File: config.mk
export PLATFORM = sky130hd
export DESIGN_NAME = lru_vertex_cache_miss_counter
export DESIGN_NICKNAME = d
export VERILOG_FILES = /design/src/lvcmc_pkg.sv /design/src/lvcmc_cell.sv /design/src/lvcmc_counters.sv /design/src/lru_vertex_cache_miss_counter.sv
export SDC_FILE = /design/constraint.sdc
export NUM_CORES = 2
export LEC_CHECK = 0
export BUFFER_PORTS_ARGS = -buffer_cell sky130_fd_sc_hd__buf_2
export CORE_AREA = 4 4 404 406
export DETAILED_ROUTE_END_ITERATION = 7
export DIE_AREA = 0 0 408 410
export GPL_ROUTABILITY_DRIVEN = 0
export PLACE_DENSITY = 0.5
export SYNTH_ARGS = -nofsm -noshare
export SYNTH_HDL_FRONTEND = slang
export SYNTH_SLANG_ARGS = --single-unit
File: constraint.sdc
create_clock -name clk -period 6.62 [get_ports clk]
set_input_delay 0.331 -clock clk [delete_from_list [all_inputs] [get_ports clk]]
set_output_delay 0.331 -clock clk [all_outputs]
set_load 0.03 [all_outputs]
File: src/lvcmc_pkg.sv
// ----------------------------------------------------------------------------
// lvcmc_pkg
// Shared constants and types for the LRU vertex cache miss counter.
// ----------------------------------------------------------------------------
package lvcmc_pkg;

  // Built cache depth (number of cells in the chain)
  localparam int MAX_ENTRIES = 32;

  localparam int VERTEX_W = 32;
  localparam int CFG_W    = 6;
  localparam int MISS_W   = 32;
  localparam int INDEX_W  = 32;
  localparam int TRI_W    = 31;

  // Width that holds any size value, configured or built
  localparam int SIZE_W = $clog2(MAX_ENTRIES + 1);
  localparam int CMP_W  = (SIZE_W > CFG_W) ? SIZE_W : CFG_W;

  localparam logic [CFG_W-1:0] CACHE_SIZE_RESET = CFG_W'(32);

  localparam logic [MISS_W-1:0]  MISS_SAT  = '1;
  localparam logic [INDEX_W-1:0] INDEX_SAT = '1;

  // Position of the index count within its triangle
  typedef enum logic [1:0] {
    PHASE_0 = 2'd0,
    PHASE_1 = 2'd1,
    PHASE_2 = 2'd2
  } phase_t;

  typedef logic [VERTEX_W-1:0] vertex_t;

  // Control that every cell and the counters see
  typedef struct packed {
    logic advance;  // a transaction is taken this cycle
    logic flush;    // the transaction closes the buffer
  } step_ctl_t;

  // Counter values that go with the transaction being taken
  typedef struct packed {
    logic [MISS_W-1:0] miss_count;
    logic [TRI_W-1:0]  triangle_count;
    logic              bad_length;
  } count_t;

endpackage

File: src/lvcmc_cell.sv
// ----------------------------------------------------------------------------
// lvcmc_cell
// One cache entry: compares against the lookup and takes its neighbour's entry
// when everything in front of it moves down one place.
// ----------------------------------------------------------------------------
module lvcmc_cell
  import lvcmc_pkg::*;
(
  input  logic      clk,
  input  logic      rst,
  input  step_ctl_t ctl,
  input  vertex_t   lookup,
  input  logic      in_use,      // position lies below the cache size
  input  vertex_t   prev_entry,
  input  logic      prev_valid,
  input  logic      found_in,    // match in a cell nearer the front
  output vertex_t   entry_out,
  output logic      valid_out,
  output logic      found_out
);

  vertex_t entry;
  logic    valid;
  logic    valid_eff;
  logic    shift;

  // Positions beyond the size count as empty
  assign valid_eff = valid && in_use;
  assign found_out = found_in || (valid_eff && (entry == lookup));
  // Move down when the hit or the insertion point lies at or behind this cell
  assign shift     = !found_in && in_use && prev_valid;

  assign entry_out = entry;
  assign valid_out = valid_eff;

  always_ff @(posedge clk) begin
    if (rst) begin
      valid <= 1'b0;
    end else if (ctl.advance) begin
      valid <= ctl.flush ? 1'b0 : (shift || valid_eff);
    end
  end

  always_ff @(posedge clk) begin
    if (ctl.advance && shift) begin
      entry <= prev_entry;
    end
  end

endmodule

File: src/lvcmc_counters.sv
// ----------------------------------------------------------------------------
// lvcmc_counters
// Saturating miss and index counts, with the triangle count and its phase
// kept alongside so no divide by three is needed.
// ----------------------------------------------------------------------------
module lvcmc_counters
  import lvcmc_pkg::*;
(
  input  logic      clk,
  input  logic      rst,
  input  step_ctl_t ctl,
  input  logic      miss,
  output count_t    counts      // values including the current transaction
);

  logic [MISS_W-1:0]  miss_total;
  logic [INDEX_W-1:0] index_total;
  logic [TRI_W-1:0]   tri_total;
  phase_t             phase;

  logic [MISS_W-1:0]  miss_total_next;
  logic [INDEX_W-1:0] index_total_next;
  logic [TRI_W-1:0]   tri_total_next;
  phase_t             phase_next;

  always_comb begin
    miss_total_next = miss_total;
    if (miss && (miss_total != MISS_SAT)) begin
      miss_total_next = miss_total + MISS_W'(1);
    end

    index_total_next = index_total;
    tri_total_next   = tri_total;
    phase_next       = phase;
    // Hold the index count, triangle count and phase once the index count saturates (a whole triangle count)
    if (index_total != INDEX_SAT) begin
      index_total_next = index_total + INDEX_W'(1);
      case (phase)
        PHASE_0: phase_next = PHASE_1;
        PHASE_1: phase_next = PHASE_2;
        PHASE_2: begin
          phase_next     = PHASE_0;
          tri_total_next = tri_total + TRI_W'(1);
        end
        default: phase_next = PHASE_0;
      endcase
    end
  end

  assign counts.miss_count     = miss_total_next;
  assign counts.triangle_count = tri_total_next;
  assign counts.bad_length     = ctl.flush && (phase_next != PHASE_0);

  always_ff @(posedge clk) begin
    if (rst) begin
      miss_total  <= '0;
      index_total <= '0;
      tri_total   <= '0;
      phase       <= PHASE_0;
    end else if (ctl.advance) begin
      if (ctl.flush) begin
        miss_total  <= '0;
        index_total <= '0;
        tri_total   <= '0;
        phase       <= PHASE_0;
      end else begin
        miss_total  <= miss_total_next;
        index_total <= index_total_next;
        tri_total   <= tri_total_next;
        phase       <= phase_next;
      end
    end
  end

endmodule

File: src/lru_vertex_cache_miss_counter.sv
// ----------------------------------------------------------------------------
// lru_vertex_cache_miss_counter
// Fully associative LRU post-transform vertex cache model with miss and
// triangle counting over one index buffer at a time.
//
// Input channel: vertex_index and last_index, taken when in_valid and in_ready
// are both high. Output channel: was_hit, miss_count, triangle_count,
// end_of_buffer and bad_length, taken when out_valid and out_ready are high.
// Each input transaction yields exactly one output transaction.
//
// The lookup runs through the cell chain in the cycle
// the transaction is taken and the result lands in the output register.
// Throughput is one transaction per cycle, set by the single output register;
// in_ready drops only while a result is held and the receiver stalls.
//
// The cache is a chain of MAX_ENTRIES cells, most recent at the front. Every
// cell compares in parallel; on a hit or a miss the cells up to the hit (or
// insertion) point, that cell included, take their neighbour's entry and the
// index enters at the front. Positions at or beyond cache_size count as empty.
//
// Reset empties the cache, clears the counts and sets cache_size to 32.
// The transaction marked last_index closes the buffer: its result carries
// the final counts, then the cache and counts are cleared. Write cache_size
// only while the block is idle; zero acts as one entry.
// ----------------------------------------------------------------------------
module lru_vertex_cache_miss_counter
  import lvcmc_pkg::*;
(
  input  logic               clk,
  input  logic               rst,
  // configuration
  input  logic               cfg_we,
  input  logic [CFG_W-1:0]   cfg_wdata,
  // input channel
  input  logic               in_valid,
  output logic               in_ready,
  input  logic [31:0]        vertex_index,
  input  logic               last_index,
  // output channel
  output logic               out_valid,
  input  logic               out_ready,
  output logic               was_hit,
  output logic [MISS_W-1:0]  miss_count,
  output logic [TRI_W-1:0]   triangle_count,
  output logic               end_of_buffer,
  output logic               bad_length
);

  logic [CFG_W-1:0] cache_size;
  logic [CMP_W-1:0] size_ext;
  logic [CMP_W-1:0] size_eff;

  step_ctl_t ctl;
  count_t    counts;
  logic      hit;

  logic [MAX_ENTRIES-1:0] in_use;
  vertex_t                entry_chain [MAX_ENTRIES+1];
  logic [MAX_ENTRIES:0]   valid_chain;
  logic [MAX_ENTRIES:0]   found_chain;

  // Configuration register
  always_ff @(posedge clk) begin
    if (rst) begin
      cache_size <= CACHE_SIZE_RESET;
    end else if (cfg_we) begin
      cache_size <= cfg_wdata;
    end
  end

  // Clamp the size to one at the bottom and to the built depth at the top
  assign size_ext = CMP_W'(cache_size);
  always_comb begin
    if (cache_size == '0) begin
      size_eff = CMP_W'(1);
    end else if (size_ext > CMP_W'(MAX_ENTRIES)) begin
      size_eff = CMP_W'(MAX_ENTRIES);
    end else begin
      size_eff = size_ext;
    end
  end

  always_comb begin
    for (int i = 0; i < MAX_ENTRIES; i++) begin
      in_use[i] = CMP_W'(i) < size_eff;
    end
  end

  // Take a new transaction whenever the output register is free or draining
  assign in_ready    = !out_valid || out_ready;
  assign ctl.advance = in_valid && in_ready;
  assign ctl.flush   = last_index;

  // Front of the chain: the new index, always valid, no match ahead of it
  assign entry_chain[0] = vertex_index;
  assign valid_chain[0] = 1'b1;
  assign found_chain[0] = 1'b0;

  for (genvar g = 0; g < MAX_ENTRIES; g++) begin : g_cell
    lvcmc_cell u_cell (
      .clk        (clk),
      .rst        (rst),
      .ctl        (ctl),
      .lookup     (vertex_index),
      .in_use     (in_use[g]),
      .prev_entry (entry_chain[g]),
      .prev_valid (valid_chain[g]),
      .found_in   (found_chain[g]),
      .entry_out  (entry_chain[g+1]),
      .valid_out  (valid_chain[g+1]),
      .found_out  (found_chain[g+1])
    );
  end

  // The entry in the last cell in use is dropped on a miss with the cache full
  assign hit = found_chain[MAX_ENTRIES];

  lvcmc_counters u_counters (
    .clk    (clk),
    .rst    (rst),
    .ctl    (ctl),
    .miss   (!hit),
    .counts (counts)
  );

  // Output register: hold while the receiver stalls, load on each transaction
  always_ff @(posedge clk) begin
    if (rst) begin
      out_valid <= 1'b0;
    end else if (ctl.advance) begin
      out_valid <= 1'b1;
    end else if (out_ready) begin
      out_valid <= 1'b0;
    end
  end

  always_ff @(posedge clk) begin
    if (ctl.advance) begin
      was_hit        <= hit;
      miss_count     <= counts.miss_count;
      triangle_count <= counts.triangle_count;
      end_of_buffer  <= last_index;
      bad_length     <= counts.bad_length;
    end
  end

endmodule

==> flow_summary.yaml <==
yosys:
  synth-seq-cells: 1226
  avgSynthCellArea_sq_um: 13.60
  synth_common_cells: "edfxtp_1, xnor2_1, xor2_1"
  synthesis.area_sq_um: 55560
  synthArstFlopShare_pct: 0
  synth_edf_count: 1090
  ys_warn_count: 0
  ys_seq_area_share_pct: 63.81
  synth.distinct_cells: 82
  synth_top_cell_by_area: "edfxtp_1"
  ys.flop_type: "edfxtp_1"
  synth.most_common_cell: "edfxtp_1"
  synth_top_area_share_pct: 58.91
  syn_inst: 4084
  synthTopCellsByArea: "edfxtp_1, xnor2_1, xor2_1"
  syn_nets: 4131
die:
  core_sq_um: 159800
  die_h_microns: 410
  die_area_sq_um: 167300
  start_util_pct: 34.76
  die_w_microns: 408
  io_pins: 112
  row_count: 147
cells_and_area:
  final_cell_count_no_fill: 6469
  stdcell_area_sq_um: 63150
  final_nets: 4327
  area_growth_pct: 13.65
  fillers: 14940
  drive_gt1_share_pct: 11.62
worst_setup_path:
  critPathKind: "flip-flop to flip-flop"
  slowest_stage: "or4_1"
  endpoint_kind: "flip-flop"
  cp.required_ns: 7.01
  arrival_ns: 5.34
  critPathMaxFanout: 33
  critPathMaxStageDelay_ns: 0.76
  cp-start-kind: "flip-flop"
  crit_chain: "and2_1, o311ai_1, nor3_1, nand4_1, o2111ai_1, or4_1, or3_4, or3_1, and4bb_1, buf_4"
status:
  outcome: "completed"
global_route:
  grt_use_met1_pct: 28.85
  grt_use_met2_pct: 35.71
  grt_max_degree: 66
  grt_usage_pct: 21.80
  antenna_found_initial: 8
  grt.overflow.total: 0
  grt_busiest_layer: "met2"
  grt_util_met3_pct: 4.059
  first_global_vias: 35220
  grt_pass1_wl_mm: 263.7
place:
  place_area_sq_um: 58650
  hpwl_mm: 135.3
  dpl.cell_count: 6219
  port_buffers: 111
clocking:
  cts_inserted_buffers: 135
  clkLatencyLatePin_ns: 0.78
  clk_pin_slew_ns: 0.06
  cts_tree: "done"
  clk_root_buffer_cell: "clkbuf_16"
  cts_buffer_depth: 3
  h-tree-depth: 4
  clock-sinks: 1226
sta:
  timing.hold.ws_ns: 0.06768
  slew_violations: 0
  grt_setup_unrepaired: "no"
  fmax_mhz: 202.2
  period_share_pct: 74.69
  finalSetupTns_ns: 0
  finalSetupViolCount: 0
  finClkSkew_ns: 0.04230
  slew-limit-headroom_pct: 20.90
  min_period_ns: 4.945
  worst_pin_slew_ns: 1.187
  hold_viol: 0
power_and_ir_drop:
  vdd_drop_max_v: 0.0002746
  p_per_area_nw_per_um2: 271.7
  power.leakage_nw: 19.75
drt:
  drt_iter0_markers: 3558
  drt_pre_antenna_iters: 7
  drc: 0
  wl_mm: 186.9
  vias: 35800
  viasPerCell: 5.533
  wire_per_inst_microns: 28.88
  ant_nets: 0
job:
  maxCapViolCount: 0
worst_hold_path:
  min_path_type: "input pin to flip-flop"
-- sequential cells by signal (all words and copies together), names as in the netlist --
name and count:
u_counters.miss_total 32, end_of_buffer 1, bad_length 1, miss_count 32, u_counters.phase 2, was_hit 1, u_counters.index_total 32, g_cell.u_cell.entry_out 1024
g_cell.u_cell.valid 32, cache_size 6, out_valid 1, u_counters.tri_total 31, triangle_count 31
-- layout by cell type, fill, tap and decap left out, types with 18 or more instances in the layout --
cell type | netlist | final
o31ai_1 | 25 | 25
xor2_1 | 414 | 414
xnor2_1 | 694 | 694
a31oi_1 | 27 | 27
or4_1 | 34 | 34
dfxtp_1 | 136 | 136
nor2_1 | 160 | 145
inv_1 | 29 | 28
nand3_1 | 93 | 93
edfxtp_1 | 1090 | 1090
nand4_1 | 307 | 307
clkinv_2 | 0 | 25
or3_1 | 30 | 30
and3_1 | 27 | 27
o21ai_0 | 72 | 72
nor3_1 | 72 | 64
nor4_1 | 177 | 176
clkbuf_16 | 0 | 142
nand2_1 | 176 | 174
buf_2 | 43 | 105
nor4b_1 | 30 | 29
buf_4 | 48 | 131
clkbuf_1 | 54 | 30
clkinv_1 | 1 | 18
a21oi_1 | 53 | 53
-- cells by family after synthesis --
logic type | after synthesis | synth area share (%)
xor gates and xnor gates | 1108 | 17.47
AOI/OAI and AO/OA | 266 | 3.114
and+or+nand+nor | 1245 | 12.77
muxes | 13 | 0.2455
DFF | 1226 | 63.81
adders and majority gates | 3 | 0.06756
buffers and inverters | 223 | 2.522
-- path summary, 6_finish.rpt --
kind,slack (ns),from,end,depth (start not counted)
worst max-delay path,1.68,cache_size[2]$_SDFFE_PP0P_,g_cell[24].u_cell.entry_out[15]$_DFFE_PP_,10
worst min-delay path,0.07,vertex_index[15],g_cell[0].u_cell.entry_out[15]$_DFFE_PP_,1
worst max register to register,1.68,cache_size[2]$_SDFFE_PP0P_,g_cell[24].u_cell.entry_out[15]$_DFFE_PP_,10
worst min register to register,0.43,g_cell[13].u_cell.valid$_SDFFE_PP0P_,g_cell[13].u_cell.valid$_SDFFE_PP0P_,2
-- worst max-delay path, delay by kind of cell, from the launching register on --
family	cells	cell delay, ns
flip-flops	1	0.50
AND/OR/NAND/NOR	7	2.73
AO/OA/AOI/OAI	2	0.94
buffers and inverters	1	0.39
-- metal layers --
layer / vias up / share of wire [%]
met4: 0 / 3.8
li1: 15650 / -
met3: 382 / 7.2
met1: 18090 / 42
met5: - / 0
met2: 1673 / 47
-- per-stage QoR --
stage / power [W] / setup WS, ns / util, %
after global placement: 0.009660 / 1.626 / 36.69
after CTS: 0.01729 / 1.693 / 39.51
after floorplan: 0.009245 / 0.6055 / -
after detailed placement: 0.009652 / 1.565 / 36.69
after global routing: 0.01769 / 1.596 / 39.51
final: 0.01716 / 1.676 / 39.51
-- report_power, final --
part           leakage (nW)  total, W  switching (W)  internal [W]
Clock                  2.17   0.00765        0.00313       0.00452
Combinational          6.60   0.00111       0.000784      0.000328
Sequential             11.0   0.00840      0.0000333       0.00836
Total                  19.8    0.0172        0.00395        0.0132
-- area by class of cell --
type	count	area, sq um	area share, %
antenna	1	2.502	0.003963
clock buffer	178	3749	5.936
clock inverter	61	651.9	1.032
inverter	30	115.1	0.1823
multi-input combinational	2635	18840	29.83
sequential	1226	35450	56.14
tap	2086	2610	4.133
timing repair buffer	252	1729	2.738
-- repair_timing --
action,CTS,global route
hold buffers,10,0
setup buffers,0,0
resized for setup,0,0
hold endpoints to repair,7,0
endpoints found under the setup margin,0,0
Power figures use the tool's default switching activity.
